<file path="src/rtl/pqld_pkg.sv">
// shared types and constants for the phantom queue link delay block
`timescale 1ns / 1ps
package pqld_pkg;

  localparam int TimeW   = 48;
  localparam int BytesW  = 16;
  localparam int DelayW  = 40;
  localparam int QueueW  = 24;
  localparam int CfgW    = 32;
  localparam int CfgIdxW = 3;

  localparam logic [TimeW-1:0]  TimeMax   = {TimeW{1'b1}};
  localparam logic [DelayW-1:0] DelayMax  = {DelayW{1'b1}};
  localparam logic [QueueW-1:0] QueueMax  = {QueueW{1'b1}};
  localparam logic [31:0]       ByteTimeReset = 32'd65536;

  typedef enum logic [CfgIdxW-1:0] {
    REG_PQ_ENABLE,
    REG_AVOID_REORDER,
    REG_BYTE_TIME,
    REG_LINK_DELAY,
    REG_DRAIN_RATE,
    REG_MARK_THRESHOLD
  } cfg_reg_t;

  typedef struct packed {
    logic              pq_enable;
    logic              avoid_reorder;
    logic [31:0]       byte_time;
    logic [31:0]       link_delay;
    logic [31:0]       drain_rate;
    logic [QueueW-1:0] mark_threshold;
  } pqld_cfg_t;

  typedef struct packed {
    logic accept;
    logic advance;
    logic s0_valid;
    logic s1_valid;
  } pqld_ctrl_t;

endpackage

</file>
<file path="src/rtl/pqld_phantom.sv">
// phantom queue: elapsed time, drain products and occupancy update
`timescale 1ns / 1ps
module pqld_phantom (
  input  logic                        clk,
  input  logic                        rst_n,
  input  pqld_pkg::pqld_ctrl_t        ctrl,
  input  pqld_pkg::pqld_cfg_t         cfg,
  input  logic [pqld_pkg::TimeW-1:0]  arrival_time,
  input  logic [pqld_pkg::BytesW-1:0] packet_bytes,
  output logic [pqld_pkg::QueueW-1:0] queue_bytes,
  output logic                        mark_ce
);
  import pqld_pkg::*;

  logic [TimeW-1:0]  last_arrival_r;
  logic [TimeW-1:0]  elapsed_r;
  logic [TimeW-1:0]  elapsed_nxt;
  logic [BytesW-1:0] bytes0_r;
  logic [BytesW-1:0] bytes1_r;
  logic [55:0]       hi_prod_r;
  logic [55:0]       hi_prod_nxt;
  logic [55:0]       lo_prod;
  logic [31:0]       lo_part_r;
  logic [QueueW-1:0] phantom_r;
  logic [QueueW-1:0] phantom_nxt;
  logic [56:0]       drained;
  logic [QueueW-1:0] drained_base;
  logic [QueueW:0]   grown;

  // an arrival earlier than the last one counts as no elapsed time
  assign elapsed_nxt = (arrival_time >= last_arrival_r) ? arrival_time - last_arrival_r
                                                        : '0;

  assign hi_prod_nxt = 56'(elapsed_r[47:24]) * 56'(cfg.drain_rate);
  assign lo_prod     = 56'(elapsed_r[23:0]) * 56'(cfg.drain_rate);

  always_comb begin
    drained = {1'b0, hi_prod_r} + 57'(lo_part_r);
    if (drained >= 57'(phantom_r)) begin
      drained_base = '0;
    end else begin
      drained_base = phantom_r - drained[QueueW-1:0];
    end
    grown       = {1'b0, drained_base} + (QueueW+1)'(bytes1_r);
    phantom_nxt = grown[QueueW] ? QueueMax : grown[QueueW-1:0];
  end

  assign queue_bytes = cfg.pq_enable ? phantom_nxt : '0;
  assign mark_ce     = cfg.pq_enable && (phantom_nxt > cfg.mark_threshold);

  always_ff @(posedge clk) begin
    if (!rst_n) begin
      last_arrival_r <= '0;
      phantom_r      <= '0;
    end else begin
      if (ctrl.accept && cfg.pq_enable) begin
        last_arrival_r <= arrival_time;
      end
      if (ctrl.advance && ctrl.s1_valid && cfg.pq_enable) begin
        phantom_r <= phantom_nxt;
      end
    end
  end

  always_ff @(posedge clk) begin
    if (ctrl.advance) begin
      elapsed_r <= elapsed_nxt;
      bytes0_r  <= packet_bytes;
      hi_prod_r <= hi_prod_nxt;
      lo_part_r <= lo_prod[55:24];
      bytes1_r  <= bytes0_r;
    end
  end

endmodule

</file>
<file path="config.mk">
export PLATFORM = sky130hd
export DESIGN_NAME = pqld_phantom
export DESIGN_NICKNAME = d
export VERILOG_FILES = /design/src/rtl/pqld_pkg.sv /design/src/rtl/pqld_phantom.sv
export SDC_FILE = /design/constraint.sdc
export NUM_CORES = 2
export LEC_CHECK = 0
export BUFFER_PORTS_ARGS = -buffer_cell sky130_fd_sc_hd__buf_2
export CAP_MARGIN = 20
export CORE_ASPECT_RATIO = 1.2
export CORE_MARGIN = 4
export CORE_UTILIZATION = 26
export DETAILED_ROUTE_END_ITERATION = 8
export PLACE_DENSITY = 0.41
export SETUP_SLACK_MARGIN = 0.3
export SLEW_MARGIN = 20
export SYNTH_ARGS = -nofsm -noshare
export SYNTH_HDL_FRONTEND = slang
export SYNTH_SLANG_ARGS = --single-unit
export TNS_END_PERCENT = 10
</file>
<file path="constraint.sdc">
create_clock -name clk -period 10 [get_ports clk]
set_input_delay 1.5 -clock clk [delete_from_list [all_inputs] [get_ports clk]]
set_output_delay 1.5 -clock clk [all_outputs]
set_load 0.05 [all_outputs]
</file>
Yosys cells after proc, flatten, opt, wreduce, memory -nomap -nowiden
Cells that the tools add are included.
{"block": "op_classes", "addsub": 4, "multipliers": 2, "magnitude_cmp": 3, "muxes": 3, "reduce_logical": 4}
{"cell": "$mul A24 B32 Y56", "count": 2}
{"cell": "$mux W24", "count": 3}
{"cell": "$add A56 B32 Y57", "count": 1}
{"cell": "$ge A57 B24 Y1", "count": 1}
{"cell": "$ge A48 B48 Y1", "count": 1}
{"cell": "$sub A48 B48 Y48", "count": 1}
{"cell": "$add A24 B16 Y25", "count": 1}
{"cell": "$gt A24 B24 Y1", "count": 1}
{"cell": "$sub A24 B24 Y24", "count": 1}
{"cell": "$logic_and A1 B1 Y1", "count": 4}
{"block": "word_totals", "regBits": 240, "inputBits": 192, "out_inout_bits": 25, "wordCells": 23}

Longest topological paths before layout
{"block": "logic_depth", "depth_word": 7, "ltp_mapped": 52, "depth_no_buf": 48}

Least setup slack after synthesis
Ideal clock, no wire load.
{"block": "synth_path", "path_type": "register to output", "from": "register hi_prod_r[1]", "to": "output mark_ce", "t_arrival_ns": 9.202, "t_required_ns": 8.500, "path_slack_ns": -0.702, "path_stages_with_launch": 53, "path_buffers": 4, "cell_sequence": "edfxtp_1 -> ha_1 -> a211oi_1 -> o21ai_0 -> nor3b_1 -> o21a_1 -> nor2_1 -> nor3b_1 -> nor3_1 -> o311ai_0 -> a21oi_1 -> o21ai_0 -> a21oi_1 -> xnor2_1 -> ha_1 -> clkbuf_1 -> nand3_1 -> or4_1 -> (+17 left out) -> a21oi_1 -> o21ai_0 -> and2_1 -> nand4b_1 -> nor2_1 -> nand2b_1 -> buf_2 -> nand2_1 -> ha_1 -> nand3_1 -> o22ai_1 -> o21a_1 -> o21a_1 -> o21ai_0 -> nand2b_1 -> a21oi_1 -> o21ai_0 -> o311a_1"}
{"block": "synth_via", "elab_chain_cells": 7, "elab_cells_between_ends": 8, "cone_classes": "add/sub (3); order compare (2); mux (2); reduce/logical (1)"}
{"element": "start, declared", "line_no": "pqld_phantom.sv:20", "rtl": "logic [55:0] hi_prod_r;"}
{"element": "start signal, assigned", "line_no": "pqld_phantom.sv:69", "rtl": "hi_prod_r <= hi_prod_nxt;"}
{"element": "$add A56 B32 Y57 *", "line_no": "pqld_phantom.sv:38", "rtl": "drained = {1'b0, hi_prod_r} + 57'(lo_part_r);"}
{"element": "$ge A57 B24 Y1 / $sub A24 B24 Y24 (equally long branches)", "line_no": "pqld_phantom.sv:39, pqld_phantom.sv:42"}
{"element": "$mux W24 *", "line_no": "pqld_phantom.sv:39", "rtl": "if (drained >= 57'(phantom_r)) begin"}
{"element": "$add A24 B16 Y25 *", "line_no": "pqld_phantom.sv:44", "rtl": "grown = {1'b0, drained_base} + (QueueW+1)'(bytes1_r);"}
{"element": "$mux W24 *", "line_no": "pqld_phantom.sv:45", "rtl": "phantom_nxt = grown[QueueW] ? QueueMax : grown[QueueW-1:0];"}
{"element": "net phantom_nxt[2]", "line_no": "pqld_phantom.sv:25", "rtl": "logic [QueueW-1:0] phantom_nxt;"}
{"element": "$gt A24 B24 Y1 *", "line_no": "pqld_phantom.sv:49", "rtl": "assign mark_ce = cfg.pq_enable && (phantom_nxt > cfg.mark_threshold);"}
{"element": "$logic_and A1 B1 Y1 *", "line_no": "pqld_phantom.sv:49"}
{"element": "end, declared", "line_no": "pqld_phantom.sv:11", "rtl": "output logic mark_ce"}
Mark *: on every way through the listed nets, which the timed path passes. The rest lies on a longest branch.

Final worst setup path
{"block": "layout_path", "from": "register lo_part_r[1]", "to": "output mark_ce"}
{"block": "layout_via", "elab_chain_cells": 7, "elab_cells_between_ends": 8, "cone_classes": "add/sub (3); order compare (2); mux (2); reduce/logical (1)"}
{"element": "start, declared", "line_no": "pqld_phantom.sv:23", "rtl": "logic [31:0] lo_part_r;"}
{"element": "start signal, assigned", "line_no": "pqld_phantom.sv:70", "rtl": "lo_part_r <= lo_prod[55:24];"}
{"element": "$add A56 B32 Y57 *", "line_no": "pqld_phantom.sv:38"}
{"element": "$ge A57 B24 Y1 / $sub A24 B24 Y24 (equally long branches)", "line_no": "pqld_phantom.sv:39, pqld_phantom.sv:42"}
{"element": "$mux W24 *", "line_no": "pqld_phantom.sv:39"}
{"element": "$add A24 B16 Y25 *", "line_no": "pqld_phantom.sv:44"}
{"element": "$mux W24 *", "line_no": "pqld_phantom.sv:45"}
{"element": "net phantom_nxt[3]", "line_no": "pqld_phantom.sv:25"}
{"element": "$gt A24 B24 Y1 *", "line_no": "pqld_phantom.sv:49"}
{"element": "$logic_and A1 B1 Y1 *", "line_no": "pqld_phantom.sv:49"}
Marked as above.

==> report_table.html <==
<table>
<tr><th>Metric</th><th>Value</th></tr>
<tr><th colspan="2">Global routing</th></tr>
<tr><td>Via count of the first global-routing pass</td><td>roughly 53k</td></tr>
<tr><td>Maximum number of pins on one net before global-route repair</td><td>75</td></tr>
<tr><td>Global-route wire length before repair</td><td>about 320000 um</td></tr>
<tr><td>Overflow after GRT</td><td>0</td></tr>
<tr><td>Total GRT Usage</td><td>0.1623</td></tr>
<tr><td>Antenna violations before repair</td><td>25</td></tr>
<tr><th colspan="2">Timing</th></tr>
<tr><td>Crit path time final</td><td>around 11 ns</td></tr>
<tr><td>Top achievable clock speed</td><td>between 90 and 100 MHz</td></tr>
<tr><td>Transition at the pin with the smallest max-transition slack</td><td>roughly 1.2 ns</td></tr>
<tr><td>Count of endpoints failing setup in the final report</td><td>1</td></tr>
<tr><td>Worst slew margin</td><td>0.2144</td></tr>
<tr><td>Final worst clock skew</td><td>between 0.02 and 0.03 ns</td></tr>
<tr><td>Final Hold Fails</td><td>0</td></tr>
<tr><td>Setup repair after global routing missed its margin</td><td>yes</td></tr>
<tr><td>Crit path setup slack, layout</td><td>-0.5012 ns</td></tr>
<tr><td>Final cycle utilization of the critical path</td><td>1.050</td></tr>
<tr><td>Number of pins with negative max-slew slack in the final report</td><td>0</td></tr>
<tr><th colspan="2">Setup path</th></tr>
<tr><td>CP most frequent cell</td><td>sky130_fd_sc_hd__a21oi_2</td></tr>
<tr><td>Buf/Inv on CP</td><td>5</td></tr>
<tr><td>Nature of the critical path endpoint</td><td>output port</td></tr>
<tr><td>FF-to-FF setup slack</td><td>between 1 and 1.5 ns</td></tr>
<tr><td>Required arrival time at the worst endpoint</td><td>between 8 and 9 ns</td></tr>
<tr><td>Delay contributed by the slowest stage of the critical path</td><td>~0.51 ns</td></tr>
<tr><td>Standard cell with the maximum stage delay on the critical path</td><td>sky130_fd_sc_hd__or3_4</td></tr>
<tr><td>Maximum fanout count along the critical path</td><td>5</td></tr>
<tr><td>Category of the worst setup path launch point</td><td>register</td></tr>
<tr><td>Crit path launch</td><td>lo_part_r[1]</td></tr>
<tr><td>Worst r2r src</td><td>elapsed_r[5]</td></tr>
<tr><td>Arrival time reported for the critical path endpoint</td><td>9.00 ns</td></tr>
<tr><td>Cell family with most CP delay</td><td>compound AO/OA/AOI/OAI gates</td></tr>
<tr><td>Type of the setup path with the least slack</td><td>reg -&gt; out</td></tr>
<tr><th colspan="2">Cells and area</th></tr>
<tr><td>Fraction of layout instances using a drive strength above 1</td><td>0.09666</td></tr>
<tr><td>Final net count</td><td>9412</td></tr>
<tr><td>Area added between synthesis and finish</td><td>13.00%</td></tr>
<tr><td>Final standard cell area without fillers</td><td>72070 um2</td></tr>
<tr><td>Number of inserted filler cells in the final layout</td><td>roughly 26k</td></tr>
<tr><th colspan="2">Clock network</th></tr>
<tr><td>CTS sink cnt</td><td>240</td></tr>
<tr><td>CTS tree</td><td>built</td></tr>
<tr><td># hold bufs at CTS</td><td>0</td></tr>
<tr><td>Root buffer selected by CTS</td><td>sky130_fd_sc_hd__clkbuf_16</td></tr>
<tr><td>Number of clock buffers inserted by TritonCTS</td><td>35</td></tr>
<tr><td>Number of buffers on the longest clock path</td><td>3</td></tr>
<tr><td>Clk Latency, worst-skew pair</td><td>0.61 ns</td></tr>
<tr><td>Clock slew at the register clock pins of the worst setup and hold paths</td><td>about 0.050 ns</td></tr>
<tr><td>H-Tree Depth</td><td>2</td></tr>
<tr><th colspan="2">Logic synthesis</th></tr>
<tr><td>Compound-gate portion of the synthesized area</td><td>0.07696</td></tr>
<tr><td>Number of warnings issued by yosys</td><td>0</td></tr>
<tr><td>Post-synth ARST share</td><td>0</td></tr>
<tr><td>Sequential area share after synthesis</td><td>0.1017</td></tr>
<tr><td>Mean Syn Cell Area</td><td>just under 9 um2</td></tr>
<tr><td>Most common flop cell mapped by yosys</td><td>sky130_fd_sc_hd__edfxtp_1</td></tr>
<tr><td>Post-Syn Area</td><td>63780 um2</td></tr>
<tr><td>Portion of netlist area occupied by mux cells</td><td>0.001177</td></tr>
<tr><td>Synthesized netlist net count</td><td>between 9k and 10k</td></tr>
<tr><td>Synthesized-area fraction occupied by and/or/nand/nor cells</td><td>0.1721</td></tr>
<tr><td>Adder-cell share of the synthesized area</td><td>0.5174</td></tr>
<tr><td>Synthesis-stage register bit count</td><td>240</td></tr>
<tr><td>Count of mapped cells out of synthesis</td><td>between 7k and 8k</td></tr>
<tr><td>XOR/XNOR Fraction of Synth Area</td><td>0.02444</td></tr>
<tr><td>Largest family of logic cells by synthesized area</td><td>adder cells</td></tr>
<tr><td>Post-synth EDFFs</td><td>about 170</td></tr>
<tr><td>Distinct cell type count of the synthesized netlist</td><td>93</td></tr>
<tr><th colspan="2">Placement</th></tr>
<tr><td>Area of placed instances</td><td>69960 um2</td></tr>
<tr><td>Number of buffers added on ports</td><td>150</td></tr>
<tr><td>Detailed-placement wirelength estimate</td><td>~170000 um</td></tr>
<tr><td>Placer Congestion</td><td>0.8453</td></tr>
<tr><th colspan="2">Drt</th></tr>
<tr><td>Count of antenna-violating nets left after detailed routing</td><td>0</td></tr>
<tr><td>First-pass iteration count of the detailed router</td><td>7</td></tr>
<tr><td>Initial detailed-routing violation count</td><td>between 2k and 2.5k</td></tr>
<tr><td>Vias per Instance</td><td>approximately 4.5</td></tr>
<tr><td>WL/cell</td><td>between 15 and 20 um</td></tr>
<tr><td>Vias after detailed routing</td><td>roughly 48k</td></tr>
<tr><td>Post-route DRC violation count</td><td>0</td></tr>
<tr><td>Total detailed-routing wirelength</td><td>around 200000 um</td></tr>
<tr><th colspan="2">Outcome</th></tr>
<tr><td>Status</td><td>finished with violations</td></tr>
<tr><td>Failing checks</td><td>setup timing</td></tr>
<tr><th colspan="2">Floorplan</th></tr>
<tr><td>Die Height</td><td>around 550 um</td></tr>
<tr><td># rows</td><td>198</td></tr>
<tr><td>Die Width</td><td>between 400 and 500 um</td></tr>
<tr><td>Effective utilization at floorplan</td><td>0.2622</td></tr>
<tr><td>Overall die area</td><td>about 250000 um2</td></tr>
<tr><td>Floorplan Core Area</td><td>about 240000 um2</td></tr>
<tr><td>Number of primary I/O pins</td><td>~220</td></tr>
<tr><th colspan="2">Job</th></tr>
<tr><td>Max-cap viol count</td><td>0</td></tr>
<tr><th colspan="2">Min path</th></tr>
<tr><td>Min-Delay Startpoint</td><td>bytes0_r[6]</td></tr>
<tr><td>Hold Crit Class</td><td>reg -&gt; reg</td></tr>
</table>
## final timing paths
kind | to | cells after the start
worst min register to register | bytes1_r[6] | 0
worst max register to register | lo_part_r[31] | 27
worst max-delay path | mark_ce | 50
worst min-delay path | bytes1_r[6] | 0
## synthesized netlist by cell type (49+ instances only)
cell type / number / area [um2]
sky130_fd_sc_hd__inv_1: 1422 / 5338
sky130_fd_sc_hd__nand2_1: 1269 / 4763
sky130_fd_sc_hd__clkbuf_1: 348 / 1306
sky130_fd_sc_hd__nand3_1: 62 / 310.3
sky130_fd_sc_hd__nand4_1: 49 / 306.5
sky130_fd_sc_hd__edfxtp_1: 168 / 5045
sky130_fd_sc_hd__o21ai_0: 138 / 690.7
sky130_fd_sc_hd__fa_1: 1319 / 26410
sky130_fd_sc_hd__ha_1: 527 / 6594
sky130_fd_sc_hd__nor2_1: 233 / 874.6
sky130_fd_sc_hd__o21a_1: 53 / 397.9
sky130_fd_sc_hd__a21oi_1: 207 / 1036
sky130_fd_sc_hd__xnor2_1: 123 / 1077
sky130_fd_sc_hd__a21o_1: 109 / 818.3
sky130_fd_sc_hd__a21boi_0: 58 / 435.4
sky130_fd_sc_hd__xor2_1: 55 / 481.7
sky130_fd_sc_hd__and2_1: 506 / 3166
sky130_fd_sc_hd__dfxtp_1: 72 / 1441
## stage by stage
stage	setup WS (ns)	TNS (ns)	instances	hold slack, ns	utilization
3_3_place_gp	-0.4797	-0.4797	10490	0.4084	0.2875
4_1_cts	-0.5600	-0.5600	10590	0.4253	0.2948
6_report	-0.5012	-0.5012	10610	0.4218	0.2962
3_5_place_dp	-0.4270	-0.4270	10490	0.4051	0.2876
5_1_grt	-1.083	-1.226	10600	0.4256	0.2962
2_1_floorplan	0.3084	0	7172	0.4003	-
## timing repair
action	in CTS	in global routing
buffers inserted	41	3
pin swaps	48	37
setup endpoints to repair	25	25
gates resized for setup	66	95
## cells in the final DEF, fill, tap and decap left out, types with 33 or more instances in the layout
master and instances:
sky130_fd_sc_hd__fa_1 1317, sky130_fd_sc_hd__nor3_1 46, sky130_fd_sc_hd__a21oi_1 193, sky130_fd_sc_hd__edfxtp_1 168, sky130_fd_sc_hd__a21o_1 109, sky130_fd_sc_hd__nor2b_1 34, sky130_fd_sc_hd__nand2b_1 33, sky130_fd_sc_hd__xor2_1 53
sky130_fd_sc_hd__o21ai_0 124, sky130_fd_sc_hd__buf_2 129, sky130_fd_sc_hd__nand3_1 58, sky130_fd_sc_hd__a21boi_0 57, sky130_fd_sc_hd__nand2_1 1269, sky130_fd_sc_hd__xnor2_1 122, sky130_fd_sc_hd__buf_4 355, sky130_fd_sc_hd__and2_1 502
sky130_fd_sc_hd__nand4_1 49, sky130_fd_sc_hd__dfxtp_1 72, sky130_fd_sc_hd__inv_1 1421, sky130_fd_sc_hd__o21a_1 53, sky130_fd_sc_hd__clkbuf_16 37, sky130_fd_sc_hd__ha_1 518, sky130_fd_sc_hd__nor2_1 222, sky130_fd_sc_hd__and3_1 34
## logic make-up after synthesis
family	after synthesis
AND/OR/NAND/NOR	2359
AO/OA/AOI/OAI	751
flip-flops	240
XOR/XNOR	178
buffers and inverters	1791
multiplexers	7
adder cells (fa/ha/maj)	1846
## layout make-up
class	count	area, um2	share of cell area
timing repair buffer	534	4048	0.05616
inverter	1422	5338	0.07406
clock inverter	19	167.7	0.002326
sequential	240	6486	0.09000
antenna	8	20.02	0.0002778
tap	3200	4004	0.05555
multi-input combinational	5141	51040	0.7081
clock buffer	41	970.9	0.01347
## worst reg2reg max path, delay by kind of cell, from the launching register on
| kind | cells | cell delay (ns) |
|---|---|---|
| adder cells (fa/ha/maj) | 8 | 3.59 |
| AO/OA/AOI/OAI | 9 | 2.20 |
| flip-flops | 1 | 1.13 |
| buffers and inverters | 6 | 0.92 |
| XOR/XNOR | 1 | 0.16 |
| AND/OR/NAND/NOR | 3 | 0.29 |
## metal layers
metal | vias to the layer above | routed length [um] | part of all wire | GRT usage
li1 | 22250 | - | - | -
met1 | 24830 | 93110 | 0.46 | 0.2190
met2 | 897 | 98400 | 0.48 | 0.2825
met3 | 224 | 7306 | 0.036 | 0.01590
met4 | 12 | 4474 | 0.022 | 0.03362
met5 | - | 82 | 0.00040 | 0
## sequential cells by signal (all words and copies together), names as in the netlist
register,cells
phantom_r,24
elapsed_r,48
lo_part_r,32
last_arrival_r,48
bytes1_r,16
hi_prod_r,56
bytes0_r,16
Power is not shown: default switching activity piles up to over one toggle a cycle in this logic, so the estimate is an artifact.
